==> src/rtl/core/lspe_pkg.sv <==
// Shared constants and types of the LED strip pattern engine.
package lspe_pkg;
  localparam int NUM_PIXELS_DEF = 32;

  localparam logic [3:0] MODE_NONE  = 4'd0;
  localparam logic [3:0] MODE_IDLE  = 4'd1;
  localparam logic [3:0] MODE_CHASE = 4'd2;
  localparam logic [3:0] MODE_WIPE  = 4'd3;
  localparam logic [3:0] MODE_FADE  = 4'd4;
  localparam logic [3:0] MODE_ELLIP = 4'd5;
  localparam logic [3:0] MODE_PULSE = 4'd6;
  localparam logic [3:0] MODE_SOLID = 4'd7;
  localparam logic [3:0] MODE_WEDGE = 4'd8;
  localparam logic [3:0] MODE_SMILE = 4'd9;
  localparam logic [3:0] MODE_LEFT  = 4'd10;
  localparam logic [3:0] MODE_RIGHT = 4'd11;
  localparam logic [3:0] MODE_UP    = 4'd12;
  localparam logic [3:0] MODE_DOWN  = 4'd13;

  localparam logic [2:0] REG_MODE     = 3'd0;
  localparam logic [2:0] REG_INTERVAL = 3'd1;
  localparam logic [2:0] REG_STEPS    = 3'd2;
  localparam logic [2:0] REG_C1       = 3'd3;
  localparam logic [2:0] REG_C2       = 3'd4;
  localparam logic [2:0] REG_C3       = 3'd5;
  localparam logic [2:0] REG_AREV     = 3'd6;
  localparam logic [2:0] REG_SDIR     = 3'd7;

  // Divider request/response between top and divider.
  typedef struct packed {
    logic        start;
    logic [23:0] num;
    logic [15:0] den;
  } div_req_t;

  typedef struct packed {
    logic        done;
    logic [23:0] quo;
  } div_rsp_t;
endpackage

==> src/rtl/core/lspe_div.sv <==
// Restoring radix-2 divider, one quotient bit per cycle.
module lspe_div (
  input  logic              clk,
  input  logic              rst_n,
  input  lspe_pkg::div_req_t req,
  output lspe_pkg::div_rsp_t rsp
);
  import lspe_pkg::*;

  logic [23:0] quo_r, quo_nxt;
  logic [16:0] rem_r, rem_nxt;
  logic [15:0] den_r, den_nxt;
  logic [4:0]  cnt_r, cnt_nxt;
  logic        busy_r, busy_nxt;
  logic        done_r, done_nxt;
  logic [16:0] trial;

  // One shift-subtract step per cycle.
  always_comb begin
    quo_nxt  = quo_r;
    rem_nxt  = rem_r;
    den_nxt  = den_r;
    cnt_nxt  = cnt_r;
    busy_nxt = busy_r;
    done_nxt = 1'b0;
    trial    = {rem_r[15:0], quo_r[23]};
    if (req.start) begin
      quo_nxt  = req.num;
      rem_nxt  = '0;
      den_nxt  = req.den;
      cnt_nxt  = 5'd0;
      busy_nxt = 1'b1;
    end else if (busy_r) begin
      if (trial >= {1'b0, den_r}) begin
        rem_nxt = trial - {1'b0, den_r};
        quo_nxt = {quo_r[22:0], 1'b1};
      end else begin
        rem_nxt = trial;
        quo_nxt = {quo_r[22:0], 1'b0};
      end
      cnt_nxt = cnt_r + 5'd1;
      if (cnt_r == 5'd23) begin
        busy_nxt = 1'b0;
        done_nxt = 1'b1;
      end
    end
  end

  always_ff @(posedge clk) begin
    if (!rst_n) begin
      busy_r <= 1'b0;
      done_r <= 1'b0;
      cnt_r  <= '0;
    end else begin
      busy_r <= busy_nxt;
      done_r <= done_nxt;
      cnt_r  <= cnt_nxt;
    end
    quo_r <= quo_nxt;
    rem_r <= rem_nxt;
    den_r <= den_nxt;
  end

  assign rsp.done = done_r;
  assign rsp.quo  = quo_r;
endmodule

==> src/rtl/core/led_strip_pattern_engine_unit.sv <==
// Top level of the LED strip pattern engine: sequencer, pixel store, output.
//
//  channel | signals                               | direction
//  in      | in_valid, in_stall, in_now_ms         | in
//  out     | out_valid, out_stall, out_pixel_*     | out
//  cfg     | cfg_valid, cfg_ready, cfg_index/data  | in
//
// A tick that triggers a frame runs three serial divides in fade mode (24
// steps each), then renders one pixel per cycle and beats out one pixel per
// cycle while out_stall is low; other modes skip the divides. A tick that
// triggers nothing goes from the check state straight back to idle. Reset
// is synchronous; after it the pixel store reads zero through per-pixel
// valid bits. Output stall holds the emit sequencer at its pixel.
module led_strip_pattern_engine_unit #(
  parameter int NUM_PIXELS = lspe_pkg::NUM_PIXELS_DEF
) (
  input  logic        clk,
  input  logic        rst_n,
  input  logic        in_valid,
  output logic        in_stall,
  input  logic [31:0] in_now_ms,
  output logic        out_valid,
  input  logic        out_stall,
  output logic [5:0]  out_pixel_index,
  output logic [23:0] out_pixel_color,
  output logic [7:0]  out_brightness,
  output logic        out_last_pixel,
  output logic        out_cycle_complete,
  input  logic        cfg_valid,
  output logic        cfg_ready,
  input  logic [2:0]  cfg_index,
  input  logic [23:0] cfg_data
);
  import lspe_pkg::*;

  localparam int PW = $clog2(NUM_PIXELS);

  localparam logic [2:0] S_IDLE   = 3'd0;
  localparam logic [2:0] S_CHECK  = 3'd1;
  localparam logic [2:0] S_DIV    = 3'd2;
  localparam logic [2:0] S_RENDER = 3'd3;
  localparam logic [2:0] S_ADV    = 3'd4;
  localparam logic [2:0] S_EMIT   = 3'd5;

  logic [2:0]  state_r, state_nxt;
  logic [3:0]  mode_r;
  logic [15:0] interval_r, steps_r;
  logic [23:0] c1_r, c2_r, c3_r;
  logic        arev_r, sdir_r;
  logic [15:0] idx_r, idx_nxt;
  logic        rev_r, rev_nxt;
  logic [31:0] last_r, now_r;
  logic [7:0]  bright_r;
  logic        done_r, done_nxt;
  logic [PW-1:0] pix_r, pix_nxt;
  logic [1:0]  ch_r, ch_nxt;
  logic [23:0] fade_r;
  logic [23:0] store_r [NUM_PIXELS];
  logic [NUM_PIXELS-1:0] vld_r;
  logic        wr_en;
  logic [23:0] wr_data;
  logic [23:0] rd_r;
  logic        ov_r, ov_nxt;

  div_req_t dreq;
  div_rsp_t drsp;

  lspe_div u_div (.clk(clk), .rst_n(rst_n), .req(dreq), .rsp(drsp));

  assign cfg_ready = 1'b1;
  assign in_stall  = (state_r != S_IDLE);

  // Divider operands for the channel whose divide starts this cycle.
  logic [15:0] t_eff, k_eff;
  logic [7:0]  a_ch, b_ch;
  logic [1:0]  ch_sel;
  always_comb begin
    t_eff = (steps_r == 16'd0) ? 16'd1 : steps_r;
    k_eff = (idx_r > t_eff) ? t_eff : idx_r;
    if (state_r == S_CHECK) begin
      ch_sel = 2'd0;
    end else if (state_r == S_DIV && drsp.done) begin
      ch_sel = 2'(ch_r + 2'd1);
    end else begin
      ch_sel = ch_r;
    end
    unique case (ch_sel)
      2'd0:    begin a_ch = c1_r[23:16]; b_ch = c2_r[23:16]; end
      2'd1:    begin a_ch = c1_r[15:8];  b_ch = c2_r[15:8];  end
      default: begin a_ch = c1_r[7:0];   b_ch = c2_r[7:0];   end
    endcase
  end
  logic [23:0] blend_num;
  assign blend_num = ({16'd0, a_ch} * {8'd0, 16'(t_eff - k_eff)}) +
                     ({16'd0, b_ch} * {8'd0, k_eff});

  // Pattern color for the pixel under render.
  logic [5:0]  p6;
  logic [23:0] pat;
  logic        pat_wr;
  logic [3:0]  e0, e1, e2;
  always_comb begin
    p6  = 6'(pix_r);
    e0  = idx_r[3:0];
    e1  = 4'(idx_r[3:0] + 4'd1);
    e2  = 4'(idx_r[3:0] + 4'd2);
    pat = c2_r;
    pat_wr = 1'b1;
    unique case (mode_r)
      MODE_NONE:  pat = '0;
      MODE_IDLE:  pat = (p6 == 6'd0) ? c1_r : 24'd0;
      MODE_CHASE: pat = (p6[0] ^ idx_r[0]) ? c2_r : c1_r;
      MODE_WIPE: begin
        pat = c1_r;
        pat_wr = (idx_r == {10'd0, p6});
      end
      MODE_FADE:  pat = fade_r;
      MODE_ELLIP: pat = (p6[5:4] == 2'd0 &&
                         (p6[3:0] == e0 || p6[3:0] == e1 || p6[3:0] == e2))
                        ? c1_r : c2_r;
      MODE_PULSE, MODE_SOLID: pat = c1_r;
      MODE_WEDGE: pat = (((p6 == 6'd2 || p6 == 6'd14) && idx_r > 16'd6) ||
                         ((p6 == 6'd1 || p6 == 6'd15) && idx_r > 16'd4) ||
                         (p6 == 6'd0 && idx_r > 16'd2)) ? c1_r : c2_r;
      MODE_SMILE: pat = (p6 == 6'd18 || p6 == 6'd26) ? c1_r :
                        (p6 >= 6'd20 && p6 <= 6'd24) ? c2_r : c3_r;
      MODE_LEFT:  pat = (p6 >= 6'd3 && p6 <= 6'd5) ? c1_r : c2_r;
      MODE_RIGHT: pat = (p6 >= 6'd11 && p6 <= 6'd13) ? c1_r : c2_r;
      MODE_UP:    pat = (p6 == 6'd0 || p6 == 6'd1 || p6 == 6'd15) ? c1_r : c2_r;
      MODE_DOWN:  pat = (p6 >= 6'd7 && p6 <= 6'd9) ? c1_r : c2_r;
      default:    pat_wr = 1'b0;
    endcase
  end

  // Index advance.
  logic [15:0] fwd, bwd;
  logic        adv_done;
  logic [15:0] adv_idx;
  logic        adv_rev;
  always_comb begin
    fwd = idx_r + 16'd1;
    bwd = idx_r - 16'd1;
    adv_done = 1'b0;
    adv_idx  = fwd;
    adv_rev  = rev_r;
    if (!rev_r) begin
      if (fwd >= steps_r) begin
        if (arev_r) begin
          adv_rev = 1'b1;
          adv_idx = steps_r - 16'd1;
        end else begin
          adv_idx  = '0;
          adv_done = 1'b1;
        end
      end
    end else begin
      adv_idx = bwd;
      if (bwd == 16'd0) begin
        if (arev_r) begin
          adv_rev = 1'b0;
        end else begin
          adv_idx  = steps_r - 16'd1;
          adv_done = 1'b1;
        end
      end
    end
  end

  // Sequencer.
  always_comb begin
    state_nxt = state_r;
    idx_nxt   = idx_r;
    rev_nxt   = rev_r;
    done_nxt  = done_r;
    pix_nxt   = pix_r;
    ch_nxt    = ch_r;
    ov_nxt    = ov_r;
    wr_en     = 1'b0;
    wr_data   = pat;
    dreq.start = 1'b0;
    dreq.num   = blend_num;
    dreq.den   = t_eff;
    unique case (state_r)
      S_IDLE: if (in_valid) state_nxt = S_CHECK;
      S_CHECK: begin
        if (32'(now_r - last_r) <= {16'd0, interval_r}) begin
          state_nxt = S_IDLE;
        end else if (mode_r > MODE_DOWN) begin
          state_nxt = S_IDLE;
        end else if (mode_r == MODE_FADE) begin
          ch_nxt = 2'd0;
          dreq.start = 1'b1;
          state_nxt = S_DIV;
        end else begin
          pix_nxt = '0;
          state_nxt = S_RENDER;
        end
      end
      S_DIV: if (drsp.done) begin
        if (ch_r == 2'd2) begin
          pix_nxt = '0;
          state_nxt = S_RENDER;
        end else begin
          ch_nxt = ch_r + 2'd1;
          state_nxt = S_DIV;
        end
      end
      S_RENDER: begin
        wr_en = pat_wr;
        if (pix_r == PW'(NUM_PIXELS - 1)) begin
          state_nxt = S_ADV;
        end else begin
          pix_nxt = pix_r + PW'(1);
        end
      end
      S_ADV: begin
        idx_nxt  = adv_idx;
        rev_nxt  = adv_rev;
        done_nxt = adv_done;
        pix_nxt  = '0;
        ov_nxt   = 1'b1;
        state_nxt = S_EMIT;
      end
      S_EMIT: if (!out_stall) begin
        if (pix_r == PW'(NUM_PIXELS - 1)) begin
          ov_nxt = 1'b0;
          state_nxt = S_IDLE;
        end else begin
          pix_nxt = pix_r + PW'(1);
        end
      end
      default: state_nxt = S_IDLE;
    endcase
    // Divider restart on the next channel.
    if (state_r == S_DIV && drsp.done && ch_r != 2'd2) dreq.start = 1'b1;
  end

  logic [1:0] ch_cur;
  assign ch_cur = ch_r;

  always_ff @(posedge clk) begin
    if (!rst_n) begin
      state_r    <= S_IDLE;
      mode_r     <= MODE_NONE;
      interval_r <= 16'd100;
      steps_r    <= 16'd10;
      c1_r <= '0; c2_r <= '0; c3_r <= '0;
      arev_r <= 1'b0; sdir_r <= 1'b0;
      idx_r  <= '0; rev_r <= 1'b0;
      last_r <= '0; bright_r <= '0;
      done_r <= 1'b0; pix_r <= '0; ch_r <= '0;
      vld_r  <= '0; ov_r <= 1'b0;
    end else begin
      state_r <= state_nxt;
      idx_r   <= idx_nxt;
      rev_r   <= rev_nxt;
      done_r  <= done_nxt;
      pix_r   <= pix_nxt;
      ch_r    <= ch_nxt;
      ov_r    <= ov_nxt;
      if (state_r == S_CHECK && 32'(now_r - last_r) > {16'd0, interval_r}) begin
        last_r <= now_r;
        if (mode_r == MODE_PULSE) bright_r <= 8'(8'd20 * (idx_r[7:0] + 8'd1));
      end
      if (wr_en) vld_r[pix_r] <= 1'b1;
      if (cfg_valid) begin
        unique case (cfg_index)
          REG_MODE: begin
            mode_r <= cfg_data[3:0];
            idx_r  <= '0;
            rev_r  <= sdir_r;
          end
          REG_INTERVAL: interval_r <= cfg_data[15:0];
          REG_STEPS:    steps_r    <= cfg_data[15:0];
          REG_C1:       c1_r       <= cfg_data;
          REG_C2:       c2_r       <= cfg_data;
          REG_C3:       c3_r       <= cfg_data;
          REG_AREV:     arev_r     <= cfg_data[0];
          REG_SDIR:     sdir_r     <= cfg_data[0];
          default: ;
        endcase
      end
    end
    if (state_r == S_IDLE && in_valid) now_r <= in_now_ms;
    if (wr_en) store_r[pix_r] <= wr_data;
    // Registered store read at the pixel that is shown next.
    rd_r <= vld_r[pix_nxt] ? store_r[pix_nxt] : 24'd0;
    if (state_r == S_DIV && drsp.done) begin
      unique case (ch_cur)
        2'd0:    fade_r[23:16] <= drsp.quo[7:0];
        2'd1:    fade_r[15:8]  <= drsp.quo[7:0];
        default: fade_r[7:0]   <= drsp.quo[7:0];
      endcase
    end
  end

  // Result beat.
  assign out_valid          = ov_r;
  assign out_pixel_index    = 6'(pix_r);
  assign out_pixel_color    = rd_r;
  assign out_brightness     = bright_r;
  assign out_last_pixel     = (pix_r == PW'(NUM_PIXELS - 1));
  assign out_cycle_complete = done_r;

  // Checks.
  a_no_in_while_busy: assert property (@(posedge clk) disable iff (!rst_n)
    out_valid |-> in_stall) else $error("input open during emit");
  a_last_leaves: assert property (@(posedge clk) disable iff (!rst_n)
    (out_valid && !out_stall && out_last_pixel) |=> !out_valid)
    else $error("valid after last pixel");
  a_pix_hold: assert property (@(posedge clk) disable iff (!rst_n)
    (out_valid && out_stall) |=> $stable(out_pixel_index))
    else $error("pixel moved under stall");
endmodule
==> config.mk <==
export PLATFORM = sky130hd
export DESIGN_NAME = led_strip_pattern_engine_unit
export DESIGN_NICKNAME = d
export VERILOG_FILES = /design/src/rtl/core/lspe_pkg.sv /design/src/rtl/core/lspe_div.sv /design/src/rtl/core/led_strip_pattern_engine_unit.sv
export SDC_FILE = /design/constraint.sdc
export NUM_CORES = 2
export LEC_CHECK = 0
export BUFFER_PORTS_ARGS = -buffer_cell sky130_fd_sc_hd__buf_2
export CORE_MARGIN = 3
export CORE_UTILIZATION = 45
export CTS_CLUSTER_DIAMETER = 150
export CTS_CLUSTER_SIZE = 30
export DETAILED_ROUTE_END_ITERATION = 8
export PLACE_DENSITY_LB_ADDON = 0.12
export REMOVE_ABC_BUFFERS = 1
export SYNTH_ARGS = -nofsm -noshare
export SYNTH_HDL_FRONTEND = slang
export SYNTH_SLANG_ARGS = --single-unit
==> constraint.sdc <==
create_clock -name clk -period 14.8 [get_ports clk]
set_clock_uncertainty 0.2 [all_clocks]
set_input_delay 2.22 -clock clk [delete_from_list [all_inputs] [get_ports clk]]
set_output_delay 2.22 -clock clk [all_outputs]
set_load 0.005 [all_outputs]
## Word level (Yosys, flattened, before mapping)

Memory sizes are Yosys's and may differ from the RTL's. A register that Yosys moved wholly into a read port is not among the register bits.
Index checks and enable logic that the tools add are counted.

| operators by class | value |
|---|---|
| equal/unequal tests | 50 |
| muxes and demuxes | 84 |
| multiply operators | 3 |
| bitwise operators | 6 |
| add/sub/neg operators | 13 |
| reductions and logical operators | 55 |
| $lt $le $gt $ge | 20 |

Operators by type and width:

| kind | number |
|---|---|
| 2-to-1 mux 24 bit | 12 |
| case mux 24 bit (12 select lines) | 1 |
| 2-to-1 mux 16 bit | 11 |
| multiplier 8 x 16 -> 24 bit | 2 |
| 2-to-1 mux 5 bit | 7 |
| > comparator 16 x 3 -> 1 bit, second input constant | 2 |
| > comparator 32 x 16 -> 1 bit | 1 |
| less-or-equal comparator 32 x 16 -> 1 bit | 1 |
| logical NOT 16 bit | 2 |
| OR 32 bit | 1 |
| case mux 8 bit (2 select lines) | 2 |
| subtractor 16 x 1 -> 16 bit, second input constant | 2 |
| subtractor 16 bit | 2 |
| subtractor 32 bit | 1 |
| 2-to-1 mux 1 bit | 30 |
| case mux 5 bit (5 select lines) | 1 |
| adder 24 bit | 1 |
| equality test 4 bit, second input constant | 6 |
| AND reduction 2 bit | 12 |
| equality test 5 bit, second input constant | 4 |
| equality test 3 bit, second input constant | 6 |
| 2-to-1 mux 2 bit | 9 |
| inequality test 2 bit, second input constant | 9 |
| case mux 3 bit (6 select lines) | 1 |
| 56 further kinds | 105 |

| word-level totals | value |
|---|---|
| bits in registers | 328 |
| output and inout port bits | 43 |
| word-level logic and storage cells | 260 |
| memories | 1 |
| memory bits (writable) | 768 |

Memories:

| name | depth | bits a word | read ports | clocked after memory_dff | write ports | line | source |
|---|---|---|---|---|---|---|---|
| store_r | 32 | 24 | 1 | 1 | 1 | led_strip_pattern_engine_unit.sv:58 | `logic [23:0] store_r [NUM_PIXELS];` |

## Longest topological paths before layout

| depth | value |
|---|---|
| word-level depth | 9 |
| gate-level depth with buffers | 59 |
| depth with buffers taken out | 58 |

## By module

A second synthesis with hierarchy kept.

| unflattened totals | value |
|---|---|
| cells, all modules | 5612 |
| area, all modules | 59387.0 um^2 |

Modules (own cells, without submodules):

| module | instances | area each (um^2) | seq. area each (um^2) | cells an instance |
|---|---|---|---|---|
| led_strip_pattern_engine_unit | 1 | 55986.2 | 29408.2 | 5299 |
| lspe_div | 1 | 3400.8 | 1661.6 | 313 |

## Worst setup path before layout

Ideal clock, no wire load.

| timing path | value |
|---|---|
| path kind | register to register |
| start point | register steps_r[0] |
| end point | register u_div.quo_r[23], data pin |
| setup slack | 2.807 ns |
| setup time | 0.270 ns |
| cell stages (with the launch flop) | 60 |
| data required time | 14.330 ns |
| period minus slack after synthesis | 11.993 ns |
| data arrival time | 11.523 ns |
| cells stage by stage | dfxtp_1 -> inv_1 -> ha_1 -> nand2_1 -> nor3_1 -> and4_1 -> a31oi_1 -> inv_1 -> ha_1 -> a21oi_1 -> nor2b_1 -> o21ai_0 -> a21boi_0 -> o21ai_0 -> nand2b_1 -> a21oi_1 -> o21ai_0 -> o31ai_1 -> [24 not listed] -> fa_1 -> inv_1 -> fa_1 -> inv_1 -> fa_1 -> inv_1 -> fa_1 -> inv_1 -> ha_1 -> nand2_1 -> nor2_1 -> a21oi_1 -> o31ai_1 -> or4_1 -> a31o_2 -> a21oi_1 -> xnor2_1 -> a21oi_1 |

RTL lines:

| element | line | source |
|---|---|---|
| start, declared | led_strip_pattern_engine_unit.sv:47 | `logic [15:0] interval_r, steps_r;` |
| start signal, assigned | led_strip_pattern_engine_unit.sv:274 | `REG_STEPS: steps_r <= cfg_data[15:0];` |
| end signal, assigned | lspe_div.sv:59 | `quo_r <= quo_nxt;` |
| end, declared | lspe_div.sv:10 | `logic [23:0] quo_r, quo_nxt;` |

==> results.txt <==
- Final period demand of the worst path: 13.45 ns
- Clock-pin slew was measured on the worst setup and hold paths at 0.14 ns.
* Placeable core area: 0.130 mm^2
- From bottom edge to top edge, the die measures 369 um.
- Root Buffer Master: sky130_fd_sc_hd__clkbuf_16
- The startpoint identified for the worst register-to-register timing path is steps_r[0]$_SDFFE_PN0P_.
- Layout-stage area growth over the synthesis result: 6.64%
* Worst reg2reg endpoint: u_div.quo_r[23]$_DFFE_PP_
- Chip width: 369 um
- The critical path ends at u_div.quo_r[23]$_DFFE_PP_.
- After synthesis, the mean cell area works out to 11.4 um^2.
* Number of distinct library cells after synthesis: 92
* Cts-stage hold buffer count: 0
- The run finished with clean final reports.
- The clock drives 1120 sinks.
- Initial core utilization: 45.6%
* Total routed wirelength: 164000 um
- Final setup viols: 0
- The floorplan has 132 rows.
- For this run, the leading register cell type out of synthesis is sky130_fd_sc_hd__edfxtp_1.
- Crit path from: steps_r[0]$_SDFFE_PN0P_
- For this run, the number of standard cells in the final layout without fillers is 6935.
* Dominant cell type by count on the critical path: sky130_fd_sc_hd__o21ai_0
* Register-to-register path setup slack: 1.35 ns
* CTS Buf Count: 44
- In this run the power density over the cells is 93.0 mW/mm^2.
* Worst VDD drop: 0.000122 V
* Proportion of synthesized chip area in sequential cells: 52.4%
- Once the clock tree was built, the resizer swapped 0 gates to a different size.
* Leading cell types in the layout, fill and taps excluded: sky130_fd_sc_hd__edfxtp_1, sky130_fd_sc_hd__nand2_1, sky130_fd_sc_hd__inv_1, sky130_fd_sc_hd__nor2_1, sky130_fd_sc_hd__mux2i_1
- In this run the worst path has a maximum fanout of 12.
* Total Routing Usage GR: 23.8%
- In this run, placement finished with an instance count of 6850.
* Setup Crit Path Kind: flop to flop
* Number of setup buffers added after CTS: 0
- Share of post-route cells with drive strength above 1: 9.40%
- The analysis attributes to cell leakage a power of 0.0249 uW.
- Setup repair after global routing left no endpoint under its margin.
- Data on the critical path arrives at its endpoint at 13.66 ns.
* Final sum of negative setup slack: 0 ns
- The worst setup path is captured at a flop.
- The max-slew violation total from the final report was 0.
- Slew of the pin with the lowest slew margin: 1.23 ns
- Once detailed placement completed, the half-perimeter wirelength came to 105000 um.
- The clock tree synthesis step divided the H-tree into 2 levels.
- TritonCTS built the clock tree.
- Cell count of the worst reg-to-reg path: 55
- In this run, synthesis inferred 864 flip-flops with an integrated enable.
* Final routed DRC violation total: 0
* Detail Route met2 WL: 81600 um
- After detailed routing, the number of vias per cell comes to 5.67.
* Met1 WL: 71100 um
* Period Utilization, post-route: 90.9%
* Flop and latch count out of synthesis: 1120
* Total iterations of the first detailed-routing run: 6
- For this design the top-level I/O count stands at 107.
- The number of antenna violations at the first check in global routing came to 1.
- Critical Path Slowest Stage Cell: sky130_fd_sc_hd__a21oi_1
* Hold/Removal Path Class: flop to flop
* Required arrival time at the worst endpoint: 15.00 ns
* Top achievable clock speed: 74.3 MHz
- The number of hold violations in the final report is 0.
- Number of DRC markers in iteration 0: 3479
- Total number of vias: 39340
- The congestion estimate from routability-driven global placement came to 0.908.
- Maximum count of clock buffers along a single path: 3
- For this run, the post-layout net count is 5632.
- Number of antenna-violating nets in the routed design: 0
- Insertion delay of the later-clocked pin in the worst-skew pair: 0.71 ns
* Relative slew margins: 18.1%
* Async S/R FF share, synth: 0%
- The number of global-route vias before repair came to 38376.
- Die Footprint: 0.136 mm^2
* Crit-path max cell delay: 0.57 ns
- In the final routed layout, each cell accounts on average for 23.6 um.
- Most common library cell in the layout ignoring fill and taps: sky130_fd_sc_hd__edfxtp_1
- Across the run, the number of max-cap violations was 0.
* Wire length of the first global-routing pass: 247000 um
- Yosys printed 0 warnings.
- In this run the cell area of the synthesized design comes to 0.0593 mm^2.
- Along the worst hold path, the cell count comes to 2.
- The completed layout was analyzed and its total power is 5890 uW.
- Overflow left after global routing: 0
- Synthesis handed over a netlist of 5197 instances.
- Port buffering added 102 buffers.
* Max layer used: met4
- Crit path launch type: flop
* Met3 wire length: 6930 um
- Largest net degree at the start of global routing: 140
[synth_stat cells, drive strengths merged, types with 59 or more instances]
master | count | area (um^2)
fa | 212 | 4240
xnor2 | 77 | 674
inv | 438 | 1640
mux2 | 150 | 1690
a21oi | 199 | 1010
nand3 | 68 | 340
nor3 | 59 | 295
buf | 84 | 425
nor2b | 76 | 475
nor2 | 418 | 1570
dfxtp | 256 | 5120
edfxtp | 864 | 25900
o22ai | 111 | 694
nand2 | 545 | 2050
a21boi | 119 | 893
clkbuf | 202 | 758
ha | 202 | 2530
o21ai | 148 | 744
mux2i | 336 | 3360
[report_power, final]
| group | internal, uW | switching (uW) | leakage [uW] |
|---|---|---|---|
| sequential | 3410 | 44.2 | 0.0102 |
| clock | 594 | 1000 | 0.000641 |
| combinational | 347 | 492 | 0.0141 |
[cell type report]
type / instances / area [um^2]
sequential: 1120 / 31100
clock buffer: 75 / 1230
antenna: 3 / 7.51
clock inverter: 7 / 124
tap: 1742 / 2180
multi-input combinational: 3352 / 25800
timing repair buffer: 195 / 1240
fill: 11932 / 66900
inverter: 441 / 1660
[through the flow]
step | cell area, um^2 | utilization (%) | hold WS, ns | worst slack (ns)
floorplan | 58100 | - | 0.235 | -4.69
global placement | 61900 | 47.6 | 0.242 | 1.91
detailed placement | 61900 | 47.6 | 0.251 | 1.61
CTS | 63300 | 48.6 | 0.276 | 1.53
global route | 63300 | 48.6 | 0.294 | 0.243
finish | 63300 | 48.6 | 0.275 | 1.35
[state kept, by name, summed over array words and instances (netlist names), 24 cells and up]
name,count
c3_r,24
fade_r,24
last_r,32
vld_r,32
now_r,32
store_r,768
c1_r,24
u_div.quo_r,24
out_pixel_color,24
c2_r,24
[layer usage]
layer  track usage, %  vias to the layer above
met2             41.6                      970
met4             5.86                        0
li1                 -                    18237
met5                0                        -
met1             32.1                    19950
met3             1.96                      183
[cell families after synthesis]
kind of cell,share of synthesized area [%]
and+or+nand+nor,10.6
DFF,52.4
AOI/OAI and AO/OA,10.5
buffers and inverters,4.79
muxes,8.52
adders and majority gates,11.4
xor gates and xnor gates,1.76
other,0.0127
[worst min-delay path by stage]
stage                                 startpoint                     end  slack (ns)
after floorplan           vld_r[15]$_SDFFE_PN0P_  vld_r[15]$_SDFFE_PN0P_        0.24
after global placement    vld_r[31]$_SDFFE_PN0P_  vld_r[31]$_SDFFE_PN0P_        0.24
after detailed placement   vld_r[6]$_SDFFE_PN0P_   vld_r[6]$_SDFFE_PN0P_        0.25
after CTS                  c3_r[18]$_SDFFE_PN0P_   c3_r[18]$_SDFFE_PN0P_        0.28
after global routing       vld_r[1]$_SDFFE_PN0P_   vld_r[1]$_SDFFE_PN0P_        0.29
final                       c3_r[3]$_SDFFE_PN0P_    c3_r[3]$_SDFFE_PN0P_        0.27
[worst max-delay path, delay by kind of cell, from the launching register on]
kind | cells | cell delay, ns
xor+xnor | 1 | 0.13
flops | 1 | 0.50
simple gates | 11 | 1.69
buf+inv | 5 | 0.44
fa+ha+maj | 10 | 4.23
compound gates | 28 | 5.94
Power figures use the tool's default switching activity.
